[config.mk]
export PLATFORM = sky130hd
export DESIGN_NAME = tcp_header_parse_check
export DESIGN_NICKNAME = d
export VERILOG_FILES = /design/src/hdl/thpc_pkg.sv /design/src/hdl/thpc_front.sv /design/src/hdl/thpc_queue.sv /design/src/hdl/thpc_back.sv /design/src/hdl/tcp_header_parse_check.sv
export SDC_FILE = /design/constraint.sdc
export NUM_CORES = 1
export LEC_CHECK = 0
export BUFFER_PORTS_ARGS = -buffer_cell sky130_fd_sc_hd__clkbuf_2
export CORE_ASPECT_RATIO = 1.4
export CORE_MARGIN = 2
export CORE_UTILIZATION = 35
export CTS_CLUSTER_DIAMETER = 100
export DETAILED_ROUTE_END_ITERATION = 6
export GPL_ROUTABILITY_DRIVEN = 0
export PLACE_DENSITY_LB_ADDON = 0.25
export SLEW_MARGIN = 20
export SYNTH_ARGS = -nofsm -noshare
export SYNTH_HDL_FRONTEND = slang
export SYNTH_SLANG_ARGS = --single-unit
[constraint.sdc]
create_clock -name clk -period 11.55 [get_ports clk]
set_clock_uncertainty 0.15 [all_clocks]
set_input_delay 0 -clock clk [delete_from_list [all_inputs] [get_ports clk]]
set_output_delay 0 -clock clk [all_outputs]
set_load 0.05 [all_outputs]
[src/hdl/thpc_pkg.sv]
// Package: shared types and constants for the TCP header parse/check block
package thpc_pkg;

  localparam int LenW = 16;
  localparam logic [LenW-1:0] LenMax = {LenW{1'b1}};
  localparam logic [LenW-1:0] BaseHdr = LenW'(20);
  localparam logic [15:0] WatchPortRst = 16'd80;

  // status codes
  localparam logic [2:0] ST_OK      = 3'd0;
  localparam logic [2:0] ST_SHORT   = 3'd1;
  localparam logic [2:0] ST_HDR_LOW = 3'd2;
  localparam logic [2:0] ST_HDR_END = 3'd3;
  localparam logic [2:0] ST_URGENT  = 3'd4;

  // option walk phases
  localparam logic [1:0] PH_KIND = 2'd0;
  localparam logic [1:0] PH_LEN  = 2'd1;
  localparam logic [1:0] PH_SKIP = 2'd2;
  localparam logic [1:0] PH_DONE = 2'd3;

  // option kinds
  localparam logic [7:0] OPT_END  = 8'h00;
  localparam logic [7:0] OPT_NOP  = 8'h01;
  localparam logic [7:0] OPT_MSS  = 8'h02;
  localparam logic [7:0] OPT_WS   = 8'h03;
  localparam logic [7:0] OPT_SOK  = 8'h04;
  localparam logic [7:0] OPT_SACK = 8'h05;
  localparam logic [7:0] OPT_TS   = 8'h08;
  localparam logic [7:0] OPT_MP   = 8'h1e;

  // option error bits
  localparam logic [3:0] OE_OVERRUN = 4'h1;
  localparam logic [3:0] OE_SHORT   = 4'h2;
  localparam logic [3:0] OE_BADLEN  = 4'h4;
  localparam logic [3:0] OE_UNKNOWN = 4'h8;

  // segment classes
  localparam logic [2:0] CL_NONE  = 3'd0;
  localparam logic [2:0] CL_SYN   = 3'd1;
  localparam logic [2:0] CL_SYNACK= 3'd2;
  localparam logic [2:0] CL_FIN   = 3'd3;
  localparam logic [2:0] CL_ACK   = 3'd4;
  localparam logic [2:0] CL_RST   = 3'd5;
  localparam logic [2:0] CL_IGN   = 3'd6;
  localparam logic [2:0] CL_UNEXP = 3'd7;

  localparam int QDepth = 2;

  typedef struct packed {
    logic [7:0] seg_byte;
    logic       last_byte;
  } in_beat_t;

  typedef struct packed {
    logic [15:0] sport;
    logic [15:0] dport;
    logic [31:0] seq_no;
    logic [31:0] ack_no;
    logic [5:0]  header_len;
    logic [7:0]  tcp_flags;
    logic [2:0]  status;
    logic [3:0]  option_errors;
    logic [2:0]  segment_class;
    logic        has_payload;
    logic        payload_watched;
    logic [15:0] payload_len;
  } out_beat_t;

  // segment summary passed from front to back
  typedef struct packed {
    logic [15:0]     sport;
    logic [15:0]     dport;
    logic [31:0]     seq_no;
    logic [31:0]     ack_no;
    logic [5:0]      header_len;
    logic [7:0]      tcp_flags;
    logic [15:0]     urgent;
    logic [3:0]      opt_err;
    logic [LenW-1:0] seg_len;
  } seg_sum_t;

  function automatic logic [2:0] classify(input logic [7:0] flags);
    logic [2:0] c;
    case (flags[5:0])
      6'h02: c = CL_SYN;
      6'h12: c = CL_SYNACK;
      6'h01, 6'h11, 6'h19: c = CL_FIN;
      6'h10, 6'h18: c = CL_ACK;
      6'h04, 6'h14: c = CL_RST;
      6'h15, 6'h1C: c = CL_IGN;
      default: c = CL_UNEXP;
    endcase
    return c;
  endfunction

endpackage

[src/hdl/thpc_front.sv]
// Front end: byte counter, header capture and option walk; emits a summary per segment
module thpc_front (
  input  logic                clk,
  input  logic                rst_n,
  input  thpc_pkg::in_beat_t  in_data,
  input  logic                in_fire,
  output logic                sum_valid,
  output thpc_pkg::seg_sum_t  sum_data
);

  logic [thpc_pkg::LenW-1:0] cnt_r, cnt_nxt;
  logic [1:0] ph_r, ph_nxt;
  logic [7:0] kind_r, kind_nxt;
  logic [7:0] skip_r, skip_nxt;
  logic [3:0] oe_r, oe_nxt;
  logic [3:0] oe_walk;
  logic [7:0] hdr_r [20];
  logic [5:0] hl;
  logic [thpc_pkg::LenW-1:0] hl_w, pos1, cnt_inc;
  logic [thpc_pkg::LenW+8:0] end_pos;
  logic [7:0] b;

  assign b    = in_data.seg_byte;
  assign hl   = hdr_r[12][7:2];
  assign hl_w = thpc_pkg::LenW'(hl);
  assign pos1 = cnt_r + 1'b1;
  assign end_pos = (thpc_pkg::LenW+9)'(cnt_r) + (thpc_pkg::LenW+9)'(b) - 1'b1;
  assign cnt_inc = (cnt_r == thpc_pkg::LenMax) ? cnt_r : pos1;

  // header capture
  always_ff @(posedge clk) begin
    if (in_fire && cnt_r < thpc_pkg::BaseHdr) begin
      hdr_r[cnt_r[4:0]] <= b;
    end
  end

  // option walk
  always_comb begin
    ph_nxt = ph_r;
    kind_nxt = kind_r;
    skip_nxt = skip_r;
    oe_nxt = oe_r;
    if (cnt_r >= thpc_pkg::BaseHdr && cnt_r < hl_w) begin
      case (ph_r)
        thpc_pkg::PH_KIND: begin
          if (b == thpc_pkg::OPT_END) begin
            ph_nxt = thpc_pkg::PH_DONE;
          end else if (b == thpc_pkg::OPT_NOP) begin
            ph_nxt = ph_r;
          end else if (pos1 >= hl_w) begin
            oe_nxt = oe_r | thpc_pkg::OE_OVERRUN;
            ph_nxt = thpc_pkg::PH_DONE;
          end else begin
            kind_nxt = b;
            ph_nxt = thpc_pkg::PH_LEN;
          end
        end
        thpc_pkg::PH_LEN: begin
          if (b < 8'd2) begin
            oe_nxt = oe_r | thpc_pkg::OE_SHORT;
            ph_nxt = thpc_pkg::PH_DONE;
          end else if (end_pos > (thpc_pkg::LenW+9)'(hl)) begin
            oe_nxt = oe_r | thpc_pkg::OE_OVERRUN;
            ph_nxt = thpc_pkg::PH_DONE;
          end else begin
            case (kind_r)
              thpc_pkg::OPT_MSS: if (b != 8'd4) oe_nxt = oe_r | thpc_pkg::OE_BADLEN;
              thpc_pkg::OPT_SOK: if (b != 8'd2) oe_nxt = oe_r | thpc_pkg::OE_BADLEN;
              thpc_pkg::OPT_SACK, thpc_pkg::OPT_TS,
              thpc_pkg::OPT_WS, thpc_pkg::OPT_MP: oe_nxt = oe_r;
              default: oe_nxt = oe_r | thpc_pkg::OE_UNKNOWN;
            endcase
            skip_nxt = b - 8'd2;
            ph_nxt = (b == 8'd2) ? thpc_pkg::PH_KIND : thpc_pkg::PH_SKIP;
          end
        end
        thpc_pkg::PH_SKIP: begin
          skip_nxt = skip_r - 8'd1;
          if (skip_r == 8'd1) ph_nxt = thpc_pkg::PH_KIND;
        end
        default: ph_nxt = ph_r;
      endcase
    end
    // error bits including this byte, before the end-of-segment clear
    oe_walk = oe_nxt;
    cnt_nxt = cnt_inc;
    if (in_data.last_byte) begin
      cnt_nxt = '0;
      ph_nxt = thpc_pkg::PH_KIND;
      kind_nxt = '0;
      skip_nxt = '0;
      oe_nxt = '0;
    end
  end

  // walk state
  always_ff @(posedge clk) begin
    if (!rst_n) begin
      cnt_r <= '0;
      ph_r <= thpc_pkg::PH_KIND;
      kind_r <= '0;
      skip_r <= '0;
      oe_r <= '0;
    end else if (in_fire) begin
      cnt_r <= cnt_nxt;
      ph_r <= ph_nxt;
      kind_r <= kind_nxt;
      skip_r <= skip_nxt;
      oe_r <= oe_nxt;
    end
  end

  // summary of the segment, taken on the last beat
  assign sum_valid = in_fire && in_data.last_byte;
  always_comb begin
    sum_data.sport      = {hdr_r[0], hdr_r[1]};
    sum_data.dport      = {hdr_r[2], hdr_r[3]};
    sum_data.seq_no     = {hdr_r[4], hdr_r[5], hdr_r[6], hdr_r[7]};
    sum_data.ack_no     = {hdr_r[8], hdr_r[9], hdr_r[10], hdr_r[11]};
    sum_data.header_len = hl;
    sum_data.tcp_flags  = hdr_r[13];
    sum_data.urgent     = {hdr_r[18], hdr_r[19]};
    sum_data.opt_err    = oe_walk;
    sum_data.seg_len    = cnt_inc;
    // byte 19 lands on this beat for a 20-byte segment
    if (cnt_r == thpc_pkg::BaseHdr - 1'b1) sum_data.urgent[7:0] = b;
  end

endmodule

[src/hdl/thpc_queue.sv]
// Short summary queue between front and back ends
module thpc_queue (
  input  logic               clk,
  input  logic               rst_n,
  input  logic               wr_en,
  input  thpc_pkg::seg_sum_t wr_data,
  output logic               full,
  output logic               rd_valid,
  input  logic               rd_en,
  output thpc_pkg::seg_sum_t rd_data
);

  thpc_pkg::seg_sum_t mem_r [thpc_pkg::QDepth];
  logic wp_r, rp_r;
  logic [1:0] cnt_r;

  assign full = (cnt_r == 2'(thpc_pkg::QDepth));
  assign rd_valid = (cnt_r != 2'd0);
  assign rd_data = mem_r[rp_r];

  // storage
  always_ff @(posedge clk) begin
    if (wr_en) mem_r[wp_r] <= wr_data;
  end

  // pointers
  always_ff @(posedge clk) begin
    if (!rst_n) begin
      wp_r <= 1'b0;
      rp_r <= 1'b0;
      cnt_r <= '0;
    end else begin
      if (wr_en) wp_r <= ~wp_r;
      if (rd_en) rp_r <= ~rp_r;
      cnt_r <= cnt_r + 2'(wr_en) - 2'(rd_en);
    end
  end

endmodule

[src/hdl/thpc_back.sv]
// Back end: status, class and payload checks, output register
module thpc_back (
  input  logic                clk,
  input  logic                rst_n,
  input  logic [15:0]         watch_port,
  input  logic                sum_valid,
  input  thpc_pkg::seg_sum_t  sum_data,
  output logic                sum_take,
  output logic                out_valid,
  input  logic                out_ready,
  output thpc_pkg::out_beat_t out_data
);

  logic out_valid_r;
  thpc_pkg::out_beat_t out_r, res;
  logic [thpc_pkg::LenW-1:0] hl_w;
  logic [2:0] st, cls;
  logic has_pl;

  assign hl_w = thpc_pkg::LenW'(sum_data.header_len);
  assign sum_take = sum_valid && (!out_valid_r || out_ready);
  assign out_valid = out_valid_r;
  assign out_data = out_r;

  // checks
  always_comb begin
    if (hl_w < thpc_pkg::BaseHdr) st = thpc_pkg::ST_HDR_LOW;
    else if (hl_w > sum_data.seg_len) st = thpc_pkg::ST_HDR_END;
    else if (sum_data.tcp_flags[5] && sum_data.urgent != 16'd0) st = thpc_pkg::ST_URGENT;
    else st = thpc_pkg::ST_OK;
    cls = thpc_pkg::classify(sum_data.tcp_flags);
    has_pl = (cls == thpc_pkg::CL_ACK) && (sum_data.seg_len > hl_w);
    res = '0;
    if (sum_data.seg_len < thpc_pkg::BaseHdr) begin
      res.status = thpc_pkg::ST_SHORT;
    end else begin
      res.sport      = sum_data.sport;
      res.dport      = sum_data.dport;
      res.seq_no     = sum_data.seq_no;
      res.ack_no     = sum_data.ack_no;
      res.header_len = sum_data.header_len;
      res.tcp_flags  = sum_data.tcp_flags;
      res.status     = st;
      if (st == thpc_pkg::ST_OK) begin
        res.option_errors   = sum_data.opt_err;
        res.segment_class   = cls;
        res.has_payload     = has_pl;
        res.payload_watched = has_pl && (sum_data.dport == watch_port);
        res.payload_len     = 16'(sum_data.seg_len - hl_w);
      end
    end
  end

  // output register
  always_ff @(posedge clk) begin
    if (!rst_n) begin
      out_valid_r <= 1'b0;
    end else if (sum_take) begin
      out_valid_r <= 1'b1;
    end else if (out_ready) begin
      out_valid_r <= 1'b0;
    end
  end

  always_ff @(posedge clk) begin
    if (sum_take) out_r <= res;
  end

endmodule

[src/hdl/tcp_header_parse_check.sv]
// Top level: TCP header parser and checker
// Usage:
//  - in_*: one segment byte per beat, header first, in_data.last_byte marks the
//    final beat. A beat can be taken every cycle while the queue is not full.
//  - out_*: one result beat per segment, valid/ready.
//  - cfg_*: write of watch_port; write only while the block is idle.
// Result path: the summary queue is written on the edge that accepts the last
// byte; out_valid rises when the output register is loaded from the queue,
// which waits while the register is full. Throughput: one byte per cycle while
// the input is not stalled; the front end's option walk steps once per byte.
// The two-entry summary queue absorbs results while the receiver stalls; the
// input stalls on a last byte only when the queue is full.
// Reset (synchronous, rst_n low): counter and option walk cleared, queue and
// output emptied, watch_port returns to 80. Header bytes are not cleared.
module tcp_header_parse_check (
  input  logic                clk,
  input  logic                rst_n,
  input  logic                in_valid,
  output logic                in_ready,
  input  thpc_pkg::in_beat_t  in_data,
  output logic                out_valid,
  input  logic                out_ready,
  output thpc_pkg::out_beat_t out_data,
  input  logic                cfg_valid,
  output logic                cfg_ready,
  input  logic [15:0]         cfg_data
);

  logic [15:0] watch_port_r;
  logic in_fire, sum_valid, q_full, q_valid, q_take;
  thpc_pkg::seg_sum_t sum_data, q_data;

  assign in_ready = !q_full || !in_data.last_byte;
  assign in_fire = in_valid && in_ready;
  assign cfg_ready = 1'b1;

  // config register
  always_ff @(posedge clk) begin
    if (!rst_n) watch_port_r <= thpc_pkg::WatchPortRst;
    else if (cfg_valid) watch_port_r <= cfg_data;
  end

  thpc_front u_front (
    .clk(clk), .rst_n(rst_n), .in_data(in_data), .in_fire(in_fire),
    .sum_valid(sum_valid), .sum_data(sum_data)
  );

  thpc_queue u_queue (
    .clk(clk), .rst_n(rst_n), .wr_en(sum_valid), .wr_data(sum_data), .full(q_full),
    .rd_valid(q_valid), .rd_en(q_take), .rd_data(q_data)
  );

  thpc_back u_back (
    .clk(clk), .rst_n(rst_n), .watch_port(watch_port_r), .sum_valid(q_valid),
    .sum_data(q_data), .sum_take(q_take), .out_valid(out_valid),
    .out_ready(out_ready), .out_data(out_data)
  );

`ifndef SYNTHESIS
  // a summary is never pushed into a full queue
  assert property (@(posedge clk) disable iff (!rst_n) !(sum_valid && q_full))
    else $error("queue overflow");
  // stalled result holds
  assert property (@(posedge clk) disable iff (!rst_n)
    out_valid && !out_ready |=> out_valid && $stable(out_data))
    else $error("result changed under stall");
  // fatal results carry no class
  assert property (@(posedge clk) disable iff (!rst_n)
    out_valid && out_data.status != thpc_pkg::ST_OK |->
    out_data.segment_class == thpc_pkg::CL_NONE && !out_data.has_payload)
    else $error("class on fatal result");
`endif

endmodule
After elaboration in Yosys (flattened, before gate mapping). Memories as Yosys holds them, arrays and structs flattened. A register that Yosys moved wholly into a read port is not among the register bits. Index checks and enable logic that the tools add are counted.

Flip-flop bits (word level): 197. RAM bits: 452. Bits in read-only memories: 96. Input bits: 30. Output and inout bits: 141. Word-level logic and storage cells: 146. Memories: 3.

$add $sub $neg: 8. Magnitude comparators: 10. Equal/unequal tests: 25. Mux-type cells: 47. Bitwise logic cells: 3. Reductions and logical operators: 28.

Memories: u_queue.mem_r (words 2, bits a word 146, read ports 1, clocked after memory_dff 1, write ports 1, RTL line thpc_queue.sv:13) `thpc_pkg::seg_sum_t mem_r [thpc_pkg::QDepth];`; u_front.hdr_r (words 20, bits a word 8, read ports 16, clocked after memory_dff 0, write ports 1, RTL line thpc_front.sv:17) `logic [7:0] hdr_r [20];`; (name not given) (words 32, bits a word 3, read ports 1, clocked after memory_dff 0, write ports 0, RTL line thpc_pkg.sv:85) `case (flags[5:0])`.

Operators by type and width (count): $mux W8 (11); $lt A16 B5 Y1 const B (2); $mux W16 (2); $gt A25 B6 Y1 (1); $sub A25 B1 Y25 const B (1); $eq A8 B2 Y1 const B (3); $mux W2 (9); $mux W3 (6); $add A16 B8 Y17 (1); $add A16 B1 Y16 const B (1); $eq A16 B16 Y1 (1); $eq A16 B16 Y1 const B (1); $eq A16 B5 Y1 const B (1); $eq A8 B1 Y1 const B (2); $eq A8 B3 Y1 const B (2); $ge A16 B5 Y1 const B (1); $ge A16 B6 Y1 (1); $gt A16 B6 Y1 (1); $gt A6 B16 Y1 (1); $lt A16 B6 Y1 (1); $mux W4 (4); $pmux W8 S2 (1); $reduce_bool A16 Y1 (1); $sub A16 B6 Y16 (1); 35 further kinds (65).

Longest topological paths before layout. Gate-level depths: netlist of the first run.

Depth in word-level cells: 8. Depth in mapped cells: 22. Gate-level depth less buffers: 20.

By module. From an unflattened synthesis of the first run, not the netlist that was laid out.

Cell total of the unflattened synthesis: 1711. Area, all modules: 25947.4 um2.

Modules (own cells, without submodules): thpc_queue (times used 1, cells an instance 475, area each 10845.4 um2, seq. area each 8868.5 um2); thpc_front (times used 1, cells an instance 762, area each 8444.3 um2, seq. area each 4544.4 um2); thpc_back (times used 1, cells an instance 419, area each 6025.8 um2, seq. area each 4164.0 um2); tcp_header_parse_check (times used 1, cells an instance 55, area each 631.9 um2, seq. area each 320.3 um2).

Worst setup path before layout of the first run. No wires, ideal clock.

Kind: register to register. Start: reg u_back.out_valid_r, in the netlist u_back.out_valid. End: reg u_queue.cnt_r[1]. Setup time: 115 ps. Data arrival time: 7965 ps. Data required time: 11285 ps. Path slack: 3320 ps. Cell stages (with the launch flop): 9. Buffers on the path: 0. Period minus slack after synthesis: 8230 ps. Path through: dfxtp_1 nor2b_1 nor2_1 ha_1 inv_1 ha_1 xnor2_1 xnor2_1 and2_1.

Longest elaborated chain between the ends: 4.

Ends and longest elaborated chain: start: declaration (RTL line thpc_back.sv:14) `logic out_valid_r;`; start signal: assignment (RTL line thpc_back.sv:57) `out_valid_r <= 1'b0;`; start signal: assignment (RTL line thpc_back.sv:59) `out_valid_r <= 1'b1;`; start signal: assignment (RTL line thpc_back.sv:61) `out_valid_r <= 1'b0;`; $logic_not A1 Y1 (RTL line thpc_back.sv:21) `assign sum_take = sum_valid && (!out_valid_r || out_ready);`; $logic_or A1 B1 Y1 (RTL line thpc_back.sv:21); $logic_and A1 B1 Y1 (RTL line thpc_back.sv:21); via q_take (RTL line tcp_header_parse_check.sv:30) `logic in_fire, sum_valid, q_full, q_valid, q_take;`; $sub A2 B1 Y2 (RTL line thpc_queue.sv:35) `cnt_r <= cnt_r + 2'(wr_en) - 2'(rd_en);`; end signal: assignment (RTL line thpc_queue.sv:35); end: declaration (RTL line thpc_queue.sv:15) `logic [1:0] cnt_r;`.

The timed path passes the listed nets, and every way through them passes these cells. A chain may end at the register's enable or synchronous reset.

==> results.yml, run 1 <==
placement:
  port_buffers: 169
  detailed_place_hpwl_um: 36800
power_and_ir_drop:
  max-vdd-ir-drop_v: 0.000166
  clkPwrFrac_pct: 29.9
  powerDensity_nw_per_um2: 218
  power.total_mw: 6.39
  internal_power_mw: 4.25
  p_switching_mw: 2.14
  power_frac_comb_pct: 24.4
  p_leak_nw: 10.4
  seq_power_share_pct: 45.7
  p_sw_share_pct: 33.5
drt:
  num_vias: 14300
  drtPass1Iterations: 6
  drt_drc_violations_left: 0
  wl_per_cell_um: 19.8
  wl_um: 57600
  drt-initial-drc-count: 807
  vias_per_cell: 4.94
  postRouteAntennaNets: 0
timing:
  max_slew_margin_pct: 19.4
  fin_crit_ns: 5.74
  tightestPinTransition_ns: 1.21
  post-route-period-util_pct: 49.7
  final_hold_viol_count: 0
  rsz0062_at_grt: "no"
  max_freq_mhz: 174
  finalSetupViolCount: 0
  maxSlewViolCount: 0
  setup_tns_ns: 0
hold_path:
  min_from: "u_front.hdr_r[11][2]"
  hp-class: "reg2reg"
worst_setup_path:
  crit_top_cell: "o21ai_0"
  endpoint_kind: "flip-flop"
  cp.required_ns: 11.89
  cp_max_fo: 60
  reg2reg_slack_ns: 5.81
  cp-endpoint: "u_back.out_data[16]"
  r2r_end: "u_back.out_data[16]"
  cp-start-kind: "flip-flop"
  crit_slowest_cell: "dfxtp_4"
  arrival_ns: 6.08
  crit_type: "reg2reg"
  cpPeakStageDelay_ns: 0.98
  rr_worst_depth: 14
  crit_chain: "buf_4, mux2i_1, ha_1, fa_1, nor2b_1, o21ai_0, a21boi_0, o21ai_0, nand4bb_1, o21ba_2, or3b_2, a31oi_1, and4b_1, and4_1"
clock_network:
  root_buffer: "clkbuf_16"
  ctsResizeCount: 0
  cts_buffers: 57
  cts.htree.levels: 2
  cts_tree: "built"
  postCtsSetupBuffers: 0
  clockBufferDepth: 3
  postCtsHoldBufs: 66
  cts_num_sinks: 616
  insertion_delay_ns: 0.62
  clk_pin_slew_ns: 0.07
status:
  status: "finished clean"
global_routing:
  grt_pass1_wl_um: 87700
  grt_util_all_layers_pct: 15.7
  antenna_found_initial: 2
  grt.overflow.total: 0
  grt_pass1_vias: 14600
  grt_max_degree: 141
die:
  die-width_um: 229
  ios: 171
  core-area_um2: 70200
  dieArea_um2: 73200
  fp.dieH_um: 319
  rows: 115
  initial_utilization_pct: 35.4
finish:
  layout-drive-gt1-share_pct: 16.5
  n_antenna_cell: 0
  syn_to_final_growth_pct: 18.0
  fillCellCount: 6505
  mostFrequentLayoutCells: "556 x edfxtp_1, 203 x nor2_1, 169 x clkbuf_2"
  num-nets-final: 1998
  final_common_cell: "edfxtp_1"
synth:
  synth_flop_cell: "edfxtp_1"
  synth_edf_count: 556
  yosysUniqueCellTypes: 76
  async_reset_ff_share_pct: 0
  synth_area_um2: 24800
  syn_area_per_cell_um2: 14.8
  synth.net_count: 1756
  syn_inst: 1675
  synth_seq_cells: 616
  seq_area_frac_synth_pct: 72.0
  ys_warn_count: 0
flow_run:
  cap_violations: 0
==> kinds of logic (layout without fill, tap and decap cells) <==
family / count (synthesis) / after routing / share of synthesized area [%]
AO/OA/AOI/OAI: 200 / 200 / 5.55
XOR/XNOR: 58 / 58 / 2.04
adder cells (fa/ha/maj): 51 / 51 / 2.63
buffers and inverters: 109 / 400 / 1.80
flip-flops: 616 / 616 / 72.0
multiplexers: 156 / 156 / 6.40
other: 1 / 1 / 0.0151
AND/OR/NAND/NOR: 484 / 484 / 9.53
==> worst max-delay path, delay by kind of cell (launching register included) <==
family,cells,cell delay (ns)
DFF,1,0.98
buffers and inverters,1,0.83
and+or+nand+nor,5,1.71
AOI/OAI and AO/OA,5,1.02
adders and majority gates,2,0.63
muxes,1,0.18
==> registers in the layout, indices dropped and copies added (netlist names), 2 cells and up, named ones only <==
name	cells
u_queue.mem_r	292
u_back.out_data	138
u_front.hdr_r	126
u_front.cnt_r	16
watch_port_r	16
u_front.kind_r	8
u_front.skip_r	8
u_front.oe_r	4
u_front.ph_r	2
u_queue.cnt_r	2
==> power groups by stage <==
stage / combinational, mW / clock [mW] / sequential [mW]
2_1_floorplan: 0.573 / 0 / 3.56
3_3_place_gp: 1.55 / 0 / 2.97
3_5_place_dp: 1.56 / 0 / 2.97
4_1_cts: 1.58 / 1.96 / 2.93
5_1_grt: 1.66 / 2.05 / 2.95
6_report: 1.56 / 1.91 / 2.92
==> through the flow <==
stage | instance area, µm² | cells | hold slack [ns] | worst slack [ns] | utilization (%)
after floorplan | 24800 | 1675 | -0.0511 | 3.32 | -
after global placement | 26700 | 2728 | 0.0765 | 5.95 | 38.1
after detailed placement | 26700 | 2728 | 0.0829 | 5.80 | 38.1
after CTS | 29300 | 2902 | 0.269 | 5.76 | 41.8
after global routing | 29300 | 2902 | 0.296 | 5.41 | 41.8
final | 29300 | 2902 | 0.289 | 5.81 | 41.8
==> final cells by class <==
cell class / instances / area (µm²) / share of cell area (%)
timing repair buffer: 257 / 1680 / 5.74
clock buffer: 69 / 1490 / 5.09
tap: 936 / 1170 / 3.99
inverter: 35 / 131 / 0.448
clock inverter: 39 / 417 / 1.42
multi-input combinational: 950 / 6520 / 22.2
sequential: 616 / 17900 / 61.1
==> worst min-delay path by stage <==
| stage | end | slack [ns] | depth (start not counted) |
|---|---|---|---|
| 2_1_floorplan | u_front.hdr_r[0][0] | -0.05 | 0 |
| 3_3_place_gp | watch_port_r[6] | 0.08 | 3 |
| 3_5_place_dp | watch_port_r[4] | 0.08 | 3 |
| 4_1_cts | u_front.hdr_r[19][1] | 0.27 | 3 |
| 5_1_grt | u_front.hdr_r[1][1] | 0.30 | 3 |
| 6_report | u_queue.mem_r[0][52] | 0.29 | 0 |
==> synthesized netlist by cell type (all sizes together), types with 11 or more instances <==
library cell,instances,share of area (%)
nand4,13,0.35
dfxtp,60,4.8
edfxtp,556,67
mux2i,143,5.8
buf,28,0.58
o21ai,46,0.93
a21oi,37,0.75
xor2,25,0.88
clkbuf,46,0.70
a31oi,11,0.28
nor2,206,3.1
xnor2,33,1.2
nor3,25,0.50
and2,12,0.30
nand3,26,0.54
nand2b,11,0.28
a22oi,16,0.48
a211oi,13,0.39
nor2b,50,1.3
nor4,15,0.38
inv,35,0.53
mux2,12,0.54
ha,49,2.5
nand2,66,1.0
and3,17,0.43
==> routing by layer <==
layer	part of all wire [%]	global-route usage, %
met5	0	0
met4	3.7	6.35
met3	4.1	2.53
met2	52	28.2
met1	40	18.5
(Power assumes the default switching activity.)
==> inputs of run 2 (changes only) <==
==> constraint.sdc (replaced) <==
create_clock -name clk -period 4.71 [get_ports clk]
set_clock_uncertainty 0.15 [all_clocks]
set_input_delay 0 -clock clk [delete_from_list [all_inputs] [get_ports clk]]
set_output_delay 0 -clock clk [all_outputs]
set_load 0.05 [all_outputs]
==> run 2 against run 1 <==
  * Total power grew 150%
  * Global-route usage is 0.36 points higher
  * Combinational power increased to 2.5 times the previous value
==> results.yml, run 2 (synthesis gave the netlist of run 1 again) <==
timing:
  tightestPinTransition_ns: 0.988
  finalSetupViolCount: 0
  fin_crit_ns: 4.68
  final_hold_viol_count: 0
  maxSlewViolCount: 0
  post-route-period-util_pct: 99.3
  max_slew_margin_pct: 34.0
  rsz0062_at_grt: "yes"
  holdWs_ns: 0.290
  max_freq_mhz: 214
hold_path:
  hp-class: "reg2reg"
  min_from: "u_front.hdr_r[5][3]"
worst_setup_path:
  endpoint_kind: "flip-flop"
  cpPeakStageDelay_ns: 0.48
  path_delay_family: "compound AO/OA/AOI/OAI gates"
  critical_path_buf_inv_count: 3
  crit_slowest_cell: "fa_1"
  crit_path_start: "u_front.cnt_r[0]"
  cp_max_fo: 5
  crit_chain: "ha_4, inv_2, fa_1, ha_2, and2_4, and3_4, a2111oi_4, a21oi_1, xnor2_1, ha_1, and3_4, a221oi_2, o21ai_1, o21ai_1, o211ai_1, or3_1, a211o_4, o31ai_4, buf_6, buf_4, a21oi_1, a41o_1"
  cp-start-kind: "flip-flop"
  cp.required_ns: 5.08
  r2r_start: "u_front.cnt_r[0]"
  arrival_ns: 5.04
  crit_type: "reg2reg"
clock_network:
  cts_tree: "built"
  clockBufferDepth: 3
  insertion_delay_ns: 0.63
  cts_buffers: 56
  cts.htree.levels: 2
  root_buffer: "clkbuf_16"
  cts_num_sinks: 616
  clk_pin_slew_ns: 0.06
finish:
  num-nets-final: 2034
  largest_reg_flops: 292
  multiInputGateArea_um2: 6630
  layout-drive-gt1-share_pct: 19.0
  ff_latch_area_um2: 17900
  n_antenna_cell: 0
  syn_to_final_growth_pct: 20.0
  final_cells: 2936
  final_common_cell: "edfxtp_1"
  top_register: "u_queue.mem_r"
  fillCellCount: 6486
  mostFrequentLayoutCells: "556 x edfxtp_1, 203 x nor2_1, 169 x clkbuf_2"
  final_core_util_pct: 42.4
drt:
  dr.max_layer_used: "met4"
  postRouteAntennaNets: 0
  met3_length_um: 2080
  drt-initial-drc-count: 855
  wl_um: 59000
  drtPass1Iterations: 5
  drt_drc_violations_left: 0
  dr_wl_met2_um: 31300
  wl_per_cell_um: 20.1
  num_vias: 14600
  wl_met1_um: 23500
  vias_per_cell: 4.96
die:
  rows: 115
  initial_utilization_pct: 35.4
  fp.dieH_um: 319
  ios: 171
  die-width_um: 229
  core-area_um2: 70200
  dieArea_um2: 73200
global_routing:
  grt_pass1_vias: 15000
  antenna_found_initial: 0
  grt.overflow.total: 0
  grt_max_degree: 114
  grt_pass1_wl_um: 89900
  grt_util_all_layers_pct: 16.0
flow_run:
  cap_violations: 0
placement:
  port_buffers: 169
  place_inst: 2761
  detailed_place_hpwl_um: 38500
power_and_ir_drop:
  max-vdd-ir-drop_v: 0.000318
  powerDensity_nw_per_um2: 531
  p_leak_nw: 10.7
status:
  status: "finished clean"
## run 2: cell count changes in the layout (fill, tap and decap cells not counted), sizes merged
cell	previous run	this run
clkinvlp	6	4
dlygate4sd3	66	65
buf	22	60
clkinv	22	17
inv	39	38
bufinv	7	10
clkbuf	238	240
## run 2: layout make-up
cell class	instances	area share, %
clock buffers	71	5.03
well taps	936	3.93
multi-input cells	950	22.2
repair buffers	294	6.78
inverters	35	0.441
flip-flops and latches	616	60.1
clock inverters	34	1.52
## run 2: worst paths after layout
check                               end  slack (ns)  cells past startpoint
setup / recovery      u_front.skip_r[2]        0.03                     22
hold / removal    u_queue.mem_r[1][101]        0.29                      0
setup reg to reg      u_front.skip_r[2]        0.03                     22
hold reg to reg   u_queue.mem_r[1][101]        0.29                      0
## run 2: power by group
group          switching [mW]  internal [mW]  leakage [nW]
Combinational            2.98          0.994          4.09
Clock                    2.02           2.81         0.944
Sequential              0.242           6.78          5.62
## run 2: repair_timing
action / in CTS / in global routing
hold endpoints to repair: 186 / 0
setup buffers: 0 / 4
gates cloned: 1 / 0
pin swaps: 4 / 10
gates resized for setup: 13 / 12
hold buffers: 65 / 0
setup endpoints to repair: 16 / 15
## run 2: layer usage
| layer | track usage (%) | vias to the layer above |
|---|---|---|
| met4 | 6.28 | 0 |
| li1 | - | 6833 |
| met3 | 2.26 | 110 |
| met2 | 29.6 | 331 |
| met1 | 18.6 | 7276 |
| met5 | 0 | - |
## run 2: stage by stage
step | area (µm²) | setup TNS, ns | power (mW) | setup WS [ns]
after CTS | 29700 | 0 | 16.0 | 0.00813
after global placement | 27100 | -0.761 | 11.1 | -0.181
after global routing | 29800 | -0.879 | 16.5 | -0.177
final | 29800 | 0 | 15.8 | 0.0325
after floorplan | 24900 | 0 | 10.1 | 0.0241
after detailed placement | 27100 | -1.69 | 11.1 | -0.230
